[src/pfc_pkg.sv]
package pfc_pkg;

	localparam int unsigned SIDE       = 5;
	localparam int unsigned LETTER_W   = 5;
	localparam int unsigned ROW_W      = SIDE * LETTER_W;
	localparam int unsigned CFG_IDX_W  = 3;
	localparam int unsigned CFG_DATA_W = ROW_W;
	localparam int unsigned SLOTS      = 4;

	typedef logic [LETTER_W-1:0] letter_t;
	typedef logic [2:0]          coord_t;
	typedef logic [ROW_W-1:0]    key_row_t;
	typedef key_row_t [SIDE-1:0] key_sq_t;
	typedef logic [2:0]          slot_cnt_t;
	typedef logic [1:0]          slot_idx_t;

	localparam letter_t CODE_X = 5'd23;
	localparam letter_t CODE_J = 5'd9;
	localparam letter_t CODE_I = 5'd8;

	localparam coord_t FIRST_COORD = 3'd0;
	localparam coord_t LAST_COORD  = 3'd4;

	localparam logic MODE_ENC = 1'b0;
	localparam logic MODE_DEC = 1'b1;

	typedef enum logic [CFG_IDX_W-1:0] {
		REG_MODE,
		REG_KEY_ROW0,
		REG_KEY_ROW1,
		REG_KEY_ROW2,
		REG_KEY_ROW3,
		REG_KEY_ROW4
	} reg_idx_t;

	// One digraph on its way to the square lookup.
	typedef struct packed {
		letter_t a;
		letter_t b;
		logic    dec;
		logic    twice;
	} pair_t;

	typedef struct packed {
		letter_t r0;
		letter_t r1;
	} xres_t;

	function automatic coord_t step_coord(coord_t v, logic dec);
		coord_t n;
		if (dec) begin
			n = (v == FIRST_COORD) ? LAST_COORD : coord_t'(v - 3'd1);
		end else begin
			n = (v == LAST_COORD) ? FIRST_COORD : coord_t'(v + 3'd1);
		end
		return n;
	endfunction

	function automatic letter_t sq_cell(key_sq_t key, coord_t r, coord_t c);
		return key[r][c*LETTER_W +: LETTER_W];
	endfunction

endpackage

[src/pfc_front.sv]
module pfc_front import pfc_pkg::*; (
	input  logic    clk,
	input  logic    arst_n,
	input  logic    mode,
	input  logic    in_valid,
	output logic    in_stall,
	input  letter_t letter_in,
	input  logic    message_end,
	input  logic    s1_take,
	output logic    s1_valid,
	output pair_t   s1_pair
);

	letter_t held_letter_q;
	logic    held_valid_q;
	logic    s1_valid_s1;
	pair_t   pair_s1;

	logic    accept;
	letter_t c_f;
	logic    emit;
	pair_t   pair_d;
	logic    hold_d;
	logic    keep_held;

	assign in_stall = s1_valid_s1 && !s1_take;
	assign accept   = in_valid && !in_stall;

	always_comb begin
		c_f       = (mode == MODE_ENC && letter_in == CODE_J) ? CODE_I : letter_in;
		emit      = 1'b0;
		hold_d    = 1'b0;
		keep_held = 1'b0;
		pair_d.a     = held_letter_q;
		pair_d.b     = c_f;
		pair_d.dec   = mode;
		pair_d.twice = 1'b0;
		if (mode == MODE_ENC) begin
			if (!held_valid_q) begin
				if (message_end) begin
					emit     = 1'b1;
					pair_d.a = c_f;
					pair_d.b = CODE_X;
				end else begin
					hold_d = 1'b1;
				end
			end else if (held_letter_q == c_f) begin
				// A doubled letter is split with x; at message end the second
				// copy is padded with x as well, which gives the same digraph.
				emit         = 1'b1;
				pair_d.b     = CODE_X;
				pair_d.twice = message_end;
				keep_held    = !message_end;
			end else begin
				emit = 1'b1;
			end
		end else begin
			if (held_valid_q) begin
				emit = 1'b1;
			end else if (!message_end) begin
				hold_d = 1'b1;
			end
		end
	end

	always_ff @(posedge clk or negedge arst_n) begin
		if (!arst_n) begin
			held_valid_q <= 1'b0;
			s1_valid_s1  <= 1'b0;
		end else begin
			if (accept) begin
				held_valid_q <= hold_d || keep_held;
				s1_valid_s1  <= emit;
			end else if (s1_take) begin
				s1_valid_s1 <= 1'b0;
			end
		end
	end

	always_ff @(posedge clk) begin
		if (accept && hold_d) begin
			held_letter_q <= c_f;
		end
		if (accept && emit) begin
			pair_s1 <= pair_d;
		end
	end

	assign s1_valid = s1_valid_s1;
	assign s1_pair  = pair_s1;

endmodule

[src/pfc_xform.sv]
module pfc_xform import pfc_pkg::*; (
	input  key_sq_t key,
	input  pair_t   pair,
	output xres_t   res
);

	coord_t r1, c1, r2, c2;

	// Every cell is compared at once; the last match in row-major order wins.
	always_comb begin
		r1 = FIRST_COORD;
		c1 = FIRST_COORD;
		r2 = FIRST_COORD;
		c2 = FIRST_COORD;
		for (int i = 0; i < SIDE; i++) begin
			for (int k = 0; k < SIDE; k++) begin
				if (key[i][k*LETTER_W +: LETTER_W] == pair.a) begin
					r1 = coord_t'(i);
					c1 = coord_t'(k);
				end
				if (key[i][k*LETTER_W +: LETTER_W] == pair.b) begin
					r2 = coord_t'(i);
					c2 = coord_t'(k);
				end
			end
		end
	end

	always_comb begin
		if (r1 == r2) begin
			res.r0 = sq_cell(key, r1, step_coord(c1, pair.dec));
			res.r1 = sq_cell(key, r2, step_coord(c2, pair.dec));
		end else if (c1 == c2) begin
			res.r0 = sq_cell(key, step_coord(r1, pair.dec), c1);
			res.r1 = sq_cell(key, step_coord(r2, pair.dec), c2);
		end else begin
			res.r0 = sq_cell(key, r1, c2);
			res.r1 = sq_cell(key, r2, c1);
		end
	end

endmodule

[src/pfc_emit.sv]
module pfc_emit import pfc_pkg::*; (
	input  logic    clk,
	input  logic    arst_n,
	input  key_sq_t key,
	input  logic    s1_valid,
	input  pair_t   s1_pair,
	output logic    s1_take,
	output logic    out_valid,
	input  logic    out_stall,
	output letter_t letter_out,
	output logic    run_last
);

	letter_t [SLOTS-1:0] ob_let_q;
	slot_cnt_t           ob_rem_q;
	slot_idx_t           ob_idx_q;

	xres_t               xr;
	letter_t [SLOTS-1:0] ld_let;
	slot_cnt_t           ld_cnt;
	logic                keep0, keep1;
	logic                fire, ob_free;

	pfc_xform u_xform (
		.key  (key),
		.pair (s1_pair),
		.res  (xr)
	);

	always_comb begin
		keep0 = !s1_pair.dec || xr.r0 != CODE_X;
		keep1 = !s1_pair.dec || xr.r1 != CODE_X;
		ld_let[0] = xr.r0;
		ld_let[1] = xr.r1;
		ld_let[2] = xr.r0;
		ld_let[3] = xr.r1;
		if (!s1_pair.dec) begin
			ld_cnt = s1_pair.twice ? 3'd4 : 3'd2;
		end else begin
			unique case ({keep0, keep1})
				2'b11: ld_cnt = 3'd2;
				2'b10: ld_cnt = 3'd1;
				2'b01: begin
					ld_cnt    = 3'd1;
					ld_let[0] = xr.r1;
				end
				default: ld_cnt = 3'd0;
			endcase
		end
	end

	assign out_valid = ob_rem_q != 3'd0;
	assign fire      = out_valid && !out_stall;
	// The buffer can take a new digraph once its final beat leaves.
	assign ob_free   = ob_rem_q == 3'd0 || (ob_rem_q == 3'd1 && !out_stall);
	assign s1_take   = s1_valid && ob_free;

	always_ff @(posedge clk or negedge arst_n) begin
		if (!arst_n) begin
			ob_rem_q <= 3'd0;
			ob_idx_q <= 2'd0;
		end else if (s1_take) begin
			ob_rem_q <= ld_cnt;
			ob_idx_q <= 2'd0;
		end else if (fire) begin
			ob_rem_q <= ob_rem_q - 3'd1;
			ob_idx_q <= ob_idx_q + 2'd1;
		end
	end

	always_ff @(posedge clk) begin
		if (s1_take) begin
			ob_let_q <= ld_let;
		end
	end

	assign letter_out = ob_let_q[ob_idx_q];
	assign run_last   = ob_rem_q == 3'd1;

endmodule

[src/playfair_cipher_stream.sv]
// Playfair cipher on a stream of letter codes (a=0 .. z=25) against a 5x5 key
// square loaded through the configuration port as five rows of five 5-bit
// codes. An input beat is taken every cycle while the digraph register ahead
// of the output buffer is free; letters that only open a digraph, trailing odd
// ciphertext letters and decrypted x-x pairs produce no output beat. Each
// completed digraph is looked up in the square as it is loaded into the output
// buffer and then leaves it at one beat per cycle while out_stall is low: two
// beats normally, four for a doubled letter at message end in encrypt mode,
// zero to two in decrypt mode, where every x is dropped. The output port, at
// one beat per cycle, sets the sustained rate, so ordinary text, at about one
// beat per letter, runs near one letter per cycle. run_last marks the final
// beat caused by one input letter. Change the mode or the square only while the
// block is idle.
module playfair_cipher_stream import pfc_pkg::*; (
	input  logic                  clk,
	input  logic                  arst_n,
	input  logic                  cfg_we,
	input  logic [CFG_IDX_W-1:0]  cfg_index,
	input  logic [CFG_DATA_W-1:0] cfg_data,
	input  logic                  in_valid,
	output logic                  in_stall,
	input  logic [4:0]            letter_in,
	input  logic                  message_end,
	output logic                  out_valid,
	input  logic                  out_stall,
	output logic [4:0]            letter_out,
	output logic                  run_last
);

	logic    mode_q;
	key_sq_t key_q;
	logic    s1_valid;
	pair_t   s1_pair;
	logic    s1_take;

	always_ff @(posedge clk or negedge arst_n) begin
		if (!arst_n) begin
			mode_q <= MODE_ENC;
			key_q  <= '0;
		end else if (cfg_we) begin
			unique case (cfg_index)
				REG_MODE:     mode_q   <= cfg_data[0];
				REG_KEY_ROW0: key_q[0] <= cfg_data;
				REG_KEY_ROW1: key_q[1] <= cfg_data;
				REG_KEY_ROW2: key_q[2] <= cfg_data;
				REG_KEY_ROW3: key_q[3] <= cfg_data;
				REG_KEY_ROW4: key_q[4] <= cfg_data;
				default: ;
			endcase
		end
	end

	pfc_front u_front (
		.clk         (clk),
		.arst_n      (arst_n),
		.mode        (mode_q),
		.in_valid    (in_valid),
		.in_stall    (in_stall),
		.letter_in   (letter_in),
		.message_end (message_end),
		.s1_take     (s1_take),
		.s1_valid    (s1_valid),
		.s1_pair     (s1_pair)
	);

	pfc_emit u_emit (
		.clk        (clk),
		.arst_n     (arst_n),
		.key        (key_q),
		.s1_valid   (s1_valid),
		.s1_pair    (s1_pair),
		.s1_take    (s1_take),
		.out_valid  (out_valid),
		.out_stall  (out_stall),
		.letter_out (letter_out),
		.run_last   (run_last)
	);

endmodule

[config.mk]
export PLATFORM = sky130hd
export DESIGN_NAME = playfair_cipher_stream
export DESIGN_NICKNAME = d
export VERILOG_FILES = /design/src/pfc_pkg.sv /design/src/pfc_front.sv /design/src/pfc_xform.sv /design/src/pfc_emit.sv /design/src/playfair_cipher_stream.sv
export SDC_FILE = /design/constraint.sdc
export NUM_CORES = 1
export LEC_CHECK = 0
export ABC_AREA = 0
export BUFFER_PORTS_ARGS = -buffer_cell sky130_fd_sc_hd__clkbuf_2
export CORE_ASPECT_RATIO = 0.8
export CORE_MARGIN = 1
export CORE_UTILIZATION = 35
export CTS_BUF_LIST = sky130_fd_sc_hd__clkbuf_8
export DETAILED_ROUTE_END_ITERATION = 8
export SYNTH_ARGS = -nofsm -noshare
export SYNTH_HDL_FRONTEND = slang
export SYNTH_HIERARCHICAL = 1
export SYNTH_SLANG_ARGS = --single-unit
[constraint.sdc]
create_clock -name clk -period 5.8 [get_ports clk]
set_input_delay 0.58 -clock clk [delete_from_list [all_inputs] [get_ports clk]]
set_output_delay 0.58 -clock clk [all_outputs]
set_load 0.02 [all_outputs]
==> results of run 1 <==
==> Yosys cell counts, drive strengths merged (18+ instances only) <==
cell type / count
clkbuf: 82
o22ai: 27
inv: 28
ha: 18
xor2: 134
mux2: 156
o21ai: 56
edfxtp: 32
nand3: 67
nor2: 104
a221oi: 39
mux2i: 124
a211oi: 30
xnor2: 121
a21oi: 62
o211ai: 19
dfrtp: 133
nand2: 158
buf: 105
nor3: 63
==> cells by family (layout without fill, tap and decap cells) <==
| kind of cell | Yosys count | in the layout |
|---|---|---|
| buf+inv | 218 | 600 |
| simple gates | 495 | 495 |
| compound gates | 393 | 393 |
| flops | 165 | 165 |
| mux | 281 | 281 |
| fa+ha+maj | 18 | 18 |
| xor+xnor | 255 | 255 |
==> cell type report <==
type / count / area share
timing repair buffer: 538 / 0.202
tap: 612 / 0.0352
clock buffer: 17 / 0.0108
multi-input combinational: 1442 / 0.541
sequential: 165 / 0.197
clock inverter: 15 / 0.00880
inverter: 30 / 0.00535
==> worst max path at each step <==
stage,from,endpoint,slack [ps]
6_report,u_front/s1_pair[10],u_emit/ob_let_q[4],-20
5_1_grt,u_front/s1_pair[5],u_emit/ob_let_q[4],-100
4_1_cts,u_front/s1_pair[10],u_emit/ob_let_q[4],3
3_5_place_dp,u_front/s1_pair[6],u_emit/ob_let_q[4],-410
3_3_place_gp,u_front/s1_pair[7],u_emit/ob_let_q[0],-360
2_1_floorplan,u_front/s1_pair[10],u_emit/ob_let_q[0],70
==> metal layers <==
| metal | GRT usage | vias to the layer above | routed length, µm |
|---|---|---|---|
| met5 | 0 | - | 0 |
| met3 | 0.0892 | 191 | 9380 |
| met2 | 0.523 | 1061 | 36400 |
| met4 | 0.132 | 0 | 3910 |
| met1 | 0.523 | 8578 | 39500 |
| li1 | - | 7405 | - |
==> metrics by stage <==
stage | hold WS, ps | TNS (ps) | util | cell area, µm² | setup slack [ps]
3_5_place_dp | 546 | -2470 | 0.435 | 20100 | -406
2_1_floorplan | 284 | 0 | - | 16500 | 73.5
3_3_place_gp | 529 | -2160 | 0.435 | 20100 | -364
5_1_grt | 96.8 | -611 | 0.471 | 21800 | -97.6
4_1_cts | 104 | 0 | 0.450 | 20800 | 3.10
6_report | 54.7 | -88.5 | 0.471 | 21800 | -23.1
==> worst max-delay path: stages, from the launching register on <==
cell and delay [ps]:
edfxtp_1 440, buf_12 190, xnor2_2 190, nand3_2 140, nor3_4 300, buf_6 170, nor3_4 40, a211o_1 360
a21oi_4 240, inv_4 80, ha_4 170, buf_4 150, nor2_1 170, a311oi_2 150, buf_4 180, o22a_4 260
buf_4 210, o21ai_0 400, o221ai_2 240, a211o_1 360, nand3_1 170, and4b_1 230, nand3_2 90, inv_2 50
ha_4 170, nand2_8 90, mux2_4 310
==> placed cells by master (no fill, tap or decap), types with 55 or more instances in the layout <==
cell type	n
buf_4	447
nand2_1	152
dfrtp_1	133
xor2_1	130
mux2i_1	124
xnor2_1	115
mux2_2	104
nor2_1	91
a21oi_1	56
nand3_1	55
==> sequential cells by signal, summed over array words and instances (netlist names) <==
| register | flops |
|---|---|
| key_q | 125 |
| mode_q | 1 |
| u_emit/ob_idx_q | 2 |
| u_emit/ob_let_q | 15 |
| u_emit/ob_rem_q | 3 |
| u_front/held_letter_q | 5 |
| u_front/held_valid_q | 1 |
| u_front/s1_pair | 12 |
| u_front/s1_valid | 1 |
==> repair_timing <==
action | in CTS | in global routing
endpoints found under the setup margin | 7 | 7
setup buffers | 5 | 42
gates resized for setup | 49 | 110
gates cloned | 1 | 4
pin swaps | 16 | 57
hold endpoints to repair | 0 | 0
==> results.md, run 1 <==
- Outcome: finished, violations left
- Violated checks: setup timing
- Ant diodes: 0
- Number of nets with antenna violations after routing: 0
- Critical Path RT: 6080 ps
- Nets@finish: 2251
- Post-Synth Simple-Gate Area: 0.150
- Worst flop-to-flop path startpoint: u_front/s1_pair[10]
- Hold-fix buffers, CTS: 0
- Startpoint Class: flip-flop
- Synth top area share: 0.201
- Worst-skew pair later-pin latency: 520 ps
- Iteration-0 DRC Markers: 2368
- Cells after DPL: 2736
- Post-synthesis adder-cell area fraction: 0.0136
- Fillers: 4331
- Sequential cell area fraction in the yosys report: 0.260
- Min cycle time layout: 5820 ps
- Post-DP HPWL: 70.0 mm
- Worst EP arrival: 6100 ps
- Synth Area in Compound Gates: 0.177
- Clk slew on worst S/H paths: around 120 ps
- Crit path capture type: flip-flop
- Clock buffers created by TritonCTS: 17
- Unique masters post-synth: 106
- Core ar.: around 46000 µm²
- Final WL: 89.2 mm
- Vias/cell: about 6.1
- Port Buf Inserts: 46
- Finished Layout Cells: between 2000 and 3000
- RD Place Congestion: approximately 1.1
- Synth Flop Type: dfrtp_1
- Final hold violations: 0
- Fin crit share: 1.00
- Max_cap viols: 0
- Endpoints failing setup: 5
- Max-slew headroom: 0.233
- Seq cells post-synth: approximately 170
- FF-to-FF path depth: 26
- Area Growth Syn to Fin: 31.7%
- Xor-xnor portion of the synthesized cell area: 0.136
- Overall Global Routing Usage: 0.364
- Cells after synthesis: around 1800
- Final WS setup: -23.1 ps
- Clock Tree Root: clkbuf_8
- Vias in the first global route: 16303
- Share of cells above drive strength 1: 0.397
- Initial antenna violation count: 1
- RSZ-0062 raised after global routing: yes
- Slew @ Worst Pin: 1150 ps
- H-tree levels: 4
- Number of flops mapped to enable cells by yosys: 32
- Kind of critical path: reg -> reg
- Syn Nets: about 1900
- Final Skew: approximately 26 ps
- Drt pass-1 iters: 9
- Synth warnings: 6
- Clk buf depth: 2
- Fmax: 0.172 GHz
- Global route total overflow: 0
- Fraction of registers with async set/reset: 0.806
- R2R Setup Slk: -20 ps
- Syn Std Cell Area: 16500 µm²
- Row Count: 70
- Via count: 17235
- Global-route wire length before repair: 124 mm
- Initial Utilization: 0.358
- I/O Pins: 47
- FF/Latch Area: around 4300 µm²
- Die Span Y: ~200 µm
- Multi-input gate area: about 12000 µm²
- CTS tree: built
- # DRC: 0
- Slew Viols, Final: 0
- Mux cell area share after synthesis: 0.193
- Hold WC Path Type: in -> async
- Top cells by area, synth: dfrtp_1, mux2i_1, mux2_2
- Largest net degree at the start of global routing: 71
- Syn avg cell area: 9.06 µm²
- Die Wd: 245 µm
- Area leader, netlist: dfrtp_1
- Biggest fanout along the worst timing path: 16
- Routed length per instance: 31.6 µm
- Largest family of logic cells by synthesized area: multiplexers
- Die Area: 48100 µm²
- Clock sink total: 165
- R2r endpoint: u_emit/ob_let_q[4]
Power of run 1 is left out: the tool's default activity adds up to more than one toggle a clock period on the data nets, which glitch-free logic cannot reach.
==> run 2, diff against run 1 <==
--- a/config.mk
+++ b/config.mk
@@ -10,7 +10,7 @@
 export CORE_ASPECT_RATIO = 0.8
 export CORE_MARGIN = 1
 export CORE_UTILIZATION = 35
-export CTS_BUF_LIST = sky130_fd_sc_hd__clkbuf_8
+export CTS_BUF_LIST = sky130_fd_sc_hd__clkbuf_4 sky130_fd_sc_hd__clkbuf_8 sky130_fd_sc_hd__clkbuf_16
 export DETAILED_ROUTE_END_ITERATION = 8
 export SYNTH_ARGS = -nofsm -noshare
 export SYNTH_HDL_FRONTEND = slang
==> run 2 against run 1 <==
Non-clock buffer count decreased by 2. Clock skew down 9.6 ps. Final area increased by 0.93%. Sequential share of layout area is 0.18 points lower. Count of clock-buffer cells in the layout increased by 1. Final cell count is essentially flat. The run now ends clean. Fmax increased by 1.0%. Critical endpoint unchanged. Worst setup slack improved by 60 ps. Die area did not move.
==> results.md, run 2 (synthesis results as in run 1) <==
- Iteration-0 DRC Markers: 2332 (-1.5%)
- Worst flop-to-flop path startpoint: u_front/s1_pair[10]
- Clk slew on worst S/H paths: 80 ps (-40 ps)
- Hold-fix buffers, CTS: 0 (unchanged)
- Slew @ Worst Pin: 1140 ps (-4.61 ps)
- Area Growth Syn to Fin: 32.9%
- Most common cell after layout, fill and taps aside: buf_4
- Startpoint Class: flip-flop
- Fin crit share: 0.994 (-0.0104)
- Core ar.: 46200 µm² (unchanged)
- Crit-path slowest cell: a2111o_1
- Via count: 17354 (+0.69%)
- Kind of critical path: reg -> reg
- Crit-path max cell delay: 510 ps (+70 ps)
- Nets@finish: 2249 (-0.089%)
- Row Count: 70 (unchanged)
- Die Wd: 245 µm (unchanged)
- Number of nets with antenna violations after routing: 0 (unchanged)
- Drt pass-1 iters: 6 (-3)
- Cell seen most often among critical-path stages: buf_12
- Stages on the worst setup path: 27 (+3.8%)
- Die Area: 48100 µm² (unchanged)
- Port Buf Inserts: 46 (unchanged)
- Min cycle time layout: 5760 ps (-60.2 ps)
- Largest net degree at the start of global routing: 71 (unchanged)
- Cell family with most CP delay: compound AO/OA/AOI/OAI gates
- Clk buf depth: 2 (unchanged)
- Worst setup path start: u_front/s1_pair[10]
- FF-to-FF path depth: 27 (+3.8%)
- Worst-skew pair later-pin latency: 470 ps (-50 ps)
- Min Hold Slack: 111 ps (+56.6 ps)
- I/O Pins: 47 (unchanged)
- RD Place Congestion: 1.06 (unchanged)
- Final Skew: 16.7 ps (-9.64 ps)
- Share of cells above drive strength 1: 0.396 (-0.00100)
- RSZ-0062 raised after global routing: yes
- Die Span Y: 196 µm (unchanged)
- Final WL: 89.4 mm (+0.25%)
- Max-slew headroom: 0.236 (+0.00308)
- Fin area: 22000 µm² (+0.93%)
- Overall Global Routing Usage: 0.366 (+0.00193)
- Final hold violations: 0 (unchanged)
- Crit path capture type: flip-flop
- H-tree levels: 4 (unchanged)
- Initial antenna violation count: 1 (unchanged)
- WP buf/inv: 7 (unchanged)
- Clock buffers created by TritonCTS: 17 (unchanged)
- CTS tree: built
- Largest register FFs: 125 (unchanged)
- Vias in the first global route: 16376 (+0.45%)
- Ant diodes: 0 (unchanged)
- Post-DP HPWL: 70.0 mm (unchanged)
- Global route total overflow: 0 (unchanged)
- # DRC: 0 (unchanged)
- Clock Tree Root: clkbuf_16
- Dpl cell area: 20100 µm² (unchanged)
- Routed length per instance: 31.7 µm (+0.32%)
- Initial Utilization: 0.358 (unchanged)
- Fmax: 0.174 GHz (+1.0%)
- Biggest fanout along the worst timing path: 8 (-8)
- Slew Viols, Final: 0 (unchanged)
- Worst EP arrival: 5990 ps (-110 ps)
- Reg with most FFs: key_q
- Commonest non-fill, non-tap cells in the layout: buf_4, nand2_1, dfrtp_1
- Critical Path RT: 6020 ps (-60 ps)
- Vias/cell: 6.16 (+0.76%)
- Hold WC Path Type: in -> async
- Outcome: finished clean
- Endpoints failing setup: 0 (-5)
- Clock sink total: 165 (unchanged)
- Fillers: 4305 (-0.60%)
- Setup tns final: 0 ps (+88.5 ps)
- Final Core Density: 0.476 (+0.00439)
- Max_cap viols: 0 (unchanged)
- Global-route wire length before repair: 125 mm (+0.67%)
## run 2: changes by cell type in the layout (fill, tap and decap cells not counted), moves of 2 or more
cell	before	now
clkbuf_8	17	0
clkbuf_16	4	20
buf_4	447	444
buf_12	27	29
buf_16	0	2
buf_6	13	11
## run 2: cell type report
cell class | instances | area, µm² | area share
clock inverter | 14 | 188 | 0.00855
clock buffer | 18 | 433 | 0.0197
tap | 612 | 766 | 0.0349
sequential | 165 | 4290 | 0.195
timing repair buffer | 536 | 4420 | 0.201
inverter | 30 | 116 | 0.00530
multi-input combinational | 1442 | 11700 | 0.535
## run 2: what timing repair did
item / in CTS / in global routing
buffers inserted: 4 / 41
pin swaps: 17 / 61
resized for setup: 53 / 104
endpoints found under the setup margin: 7 / 7
cloned: 2 / 3
## run 2: layer usage
layer,global-route usage,part of all wire,vias up
met5,0,0,-
met3,0.0839,0.10,180
met4,0.128,0.042,0
met1,0.527,0.44,8658
li1,-,-,7413
met2,0.530,0.41,1103
## run 2: worst paths after layout
| check | to | slack [ps] |
|---|---|---|
| max | u_emit/ob_let_q[4] | 40 |
| min reg2reg | u_emit/ob_rem_q[1] | 560 |
| max reg2reg | u_emit/ob_let_q[4] | 40 |
| max in group asynchronous | key_q[81] | 4420 |
| min in group clk | u_front/held_letter_q[4] | 380 |
| min | u_emit/ob_idx_q[1] | 110 |
## run 2: per-stage QoR
| stage | instances | worst slack [ps] |
|---|---|---|
| after floorplan | 1825 | 73.5 |
| after CTS | 2774 | 1.92 |
| final | 2817 | 37.1 |
| after global placement | 2736 | -364 |
| after detailed placement | 2736 | -406 |
| after global routing | 2817 | -119 |
## run 2: worst reg2reg max path: stages (launching register included)
cell and delay [ps]:
edfxtp_1 460, buf_12 190, xnor2_2 200, nand3_2 130, nor3_4 280, buf_6 170
nor3_4 50, a211o_1 370, a21oi_4 240, inv_4 80, ha_4 170, buf_6 110
nor2b_1 120, o211ai_1 200, a21oi_2 110, or2_4 290, and2_4 190, buf_12 150
buf_12 130, a2111o_1 520, o2111ai_2 140, o211ai_1 220, and4b_1 280, nand3_2 90
inv_2 50, ha_4 170, nand2_8 100, mux2_4 310
Power of run 2 is left out for the same reason.
==> run 3, diff against run 2 <==
--- a/config.mk
+++ b/config.mk
@@ -10,7 +10,6 @@
 export CORE_ASPECT_RATIO = 0.8
 export CORE_MARGIN = 1
 export CORE_UTILIZATION = 35
-export CTS_BUF_LIST = sky130_fd_sc_hd__clkbuf_4 sky130_fd_sc_hd__clkbuf_8 sky130_fd_sc_hd__clkbuf_16
 export DETAILED_ROUTE_END_ITERATION = 8
 export SYNTH_ARGS = -nofsm -noshare
 export SYNTH_HDL_FRONTEND = slang
==> run 3 against run 2 <==
Routed wire length is 0.15% higher. Sequential cell count stayed put. Hold slack better by 7.5 ps. Via count is 0.21% lower. Highest routed layer unchanged. Register-to-register slack hardly changed. Non-clock buffer count is 1 lower. Core utilization hardly changed. Worst setup slack worse by 5.9 ps.
==> results.md, run 3 (synthesis results as in run 1) <==
- FF-to-FF path depth: 25 (-7.4%)
- Worst setup path endpoint: u_emit/ob_let_q[4]
- # DRC: 0 (unchanged)
- Most common cell after layout, fill and taps aside: buf_4
- R2r endpoint: u_emit/ob_let_q[4]
- Min Hold Slack: 119 ps (+7.50 ps)
- Nets@finish: 2248 (-0.044%)
- Routed length per instance: 31.8 µm (+0.18%)
- Setup tns final: 0 ps (unchanged)
- Die Span Y: 196 µm (unchanged)
- Clk buf depth: 2 (unchanged)
- Ant diodes: 0 (unchanged)
- Die Area: 48100 µm² (unchanged)
- Clock Tree Root: clkbuf_16
- Die Wd: 245 µm (unchanged)
- Clk slew on worst S/H paths: 80 ps (about the same)
- Slew @ Worst Pin: 1160 ps (+17.4 ps)
- Routed wl met2: 37.0 mm (+0.40%)
- Hold-fix buffers, CTS: 0 (unchanged)
- Met3 routed WL: 9.37 mm (+3.0%)
- Slew Viols, Final: 0 (unchanged)
- Overall Global Routing Usage: 0.365 (-0.000442)
- Crit path capture type: flip-flop
- Number of nets with antenna violations after routing: 0 (unchanged)
- Critical Path RT: 6020 ps (about the same)
- Hold WC Path Type: in -> async
- Vias/cell: 6.15 (-0.17%)
- Max_cap viols: 0 (unchanged)
- Reg with most FFs: key_q
- Fmax: 0.173 GHz (-0.10%)
- Worst flop-to-flop path startpoint: u_front/s1_pair[5]
- I/O Pins: 47 (unchanged)
- Initial antenna violation count: 1 (unchanged)
- Largest register FFs: 125 (unchanged)
- Final Core Density: 0.476 (about the same)
- Min cycle time layout: 5770 ps (+5.91 ps)
- Max-slew headroom: 0.224 (-0.0117)
- Worst-skew pair later-pin latency: 470 ps (about the same)
- Commonest non-fill, non-tap cells in the layout: buf_4, nand2_1, dfrtp_1
- Clock sink total: 165 (unchanged)
- Kind of critical path: reg -> reg
- Startpoint Class: flip-flop
- Share of cells above drive strength 1: 0.396 (about the same)
- Row Count: 70 (unchanged)
- DRT met1 WL: 39.7 mm (-0.11%)
- Via count: 17318 (-0.21%)
- Largest net degree at the start of global routing: 71 (unchanged)
- Final hold violations: 0 (unchanged)
- Biggest fanout along the worst timing path: 8 (unchanged)
- Fin crit share: 0.995 (+0.00102)
- Worst setup path start: u_front/s1_pair[5]
- Global route total overflow: 0 (unchanged)
- H-tree levels: 4 (unchanged)
- Vias in the first global route: 16327 (-0.30%)
- Clock buffers created by TritonCTS: 17 (unchanged)
- Outcome: finished clean
- RSZ-0062 raised after global routing: yes
- Core ar.: 46200 µm² (unchanged)
- Drt pass-1 iters: 6 (unchanged)
- Worst EP arrival: 5990 ps (about the same)
- Post-DP HPWL: 70.0 mm (unchanged)
- RD Place Congestion: 1.06 (unchanged)
- Area Growth Syn to Fin: 33.0% (about the same)
- Final Skew: 18.5 ps (+1.85 ps)
- Initial Utilization: 0.358 (unchanged)
- CTS tree: built
- R2R Setup Slk: 30 ps (about the same)
- Max layer used: met4
- Endpoints failing setup: 0 (unchanged)
- Iteration-0 DRC Markers: 2155 (-7.6%)
- Port Buf Inserts: 46 (unchanged)
- Global-route wire length before repair: 125 mm (about the same)
- Final WL: 89.5 mm (+0.15%)
-- run 3: routing by layer --
metal  track usage  up-vias
met5             0        -
met4         0.126        0
met3        0.0866      170
met2         0.529     1093
met1         0.526     8660
li1              -     7395
-- run 3: critical path, cell delays in order (launching register included) --
cell and delay [ps]:
edfxtp_1 460, buf_12 180, buf_4 180, xor2_1 170, nor3_2 210, nand3_1 150
and4b_1 260, o211a_1 140, o21a_2 250, ha_1 310, nor2_2 150, o21ai_1 110
a21bo_2 240, a221oi_4 330, buf_12 180, buf_8 150, nand2_1 60, o21ai_1 110
o22ai_2 150, or4b_4 560, a31oi_4 250, and4b_1 230, nand3_2 100, ha_4 170
nand2_8 70, mux2_4 330
-- run 3: cell type report --
type	instances	area [µm²]
fill	4312	24200
clock buffer	18	429
tap	612	766
sequential	165	4290
clock inverter	14	188
inverter	30	116
timing repair buffer	535	4430
multi-input combinational	1442	11800
-- run 3: stage by stage --
step	worst slack, ps	cells	instance area [µm²]
CTS	0.644	2774	21000
global placement	-364	2736	20100
detailed placement	-406	2736	20100
global route	-89.7	2816	22000
floorplan	73.5	1825	16500
finish	31.2	2816	22000
-- run 3: repair_timing --
action	in CTS	in global routing
gates cloned	2	3
pin swaps	16	59
setup buffers	4	40
gates resized for setup	53	108
endpoints found under the setup margin	7	7
-- run 3: worst min path at each step --
| stage | start | end | cells past startpoint |
|---|---|---|---|
| 6_report | arst_n | u_emit/ob_idx_q[1] | 1 |
| 3_5_place_dp | mode_q | u_front/s1_pair[1] | 0 |
| 4_1_cts | arst_n | key_q[38] | 1 |
| 5_1_grt | arst_n | u_emit/ob_idx_q[1] | 1 |
| 2_1_floorplan | arst_n | key_q[0] | 0 |
| 3_3_place_gp | u_emit/ob_rem_q[1] | u_emit/ob_rem_q[1] | 2 |
Power of run 3 is left out for the same reason.
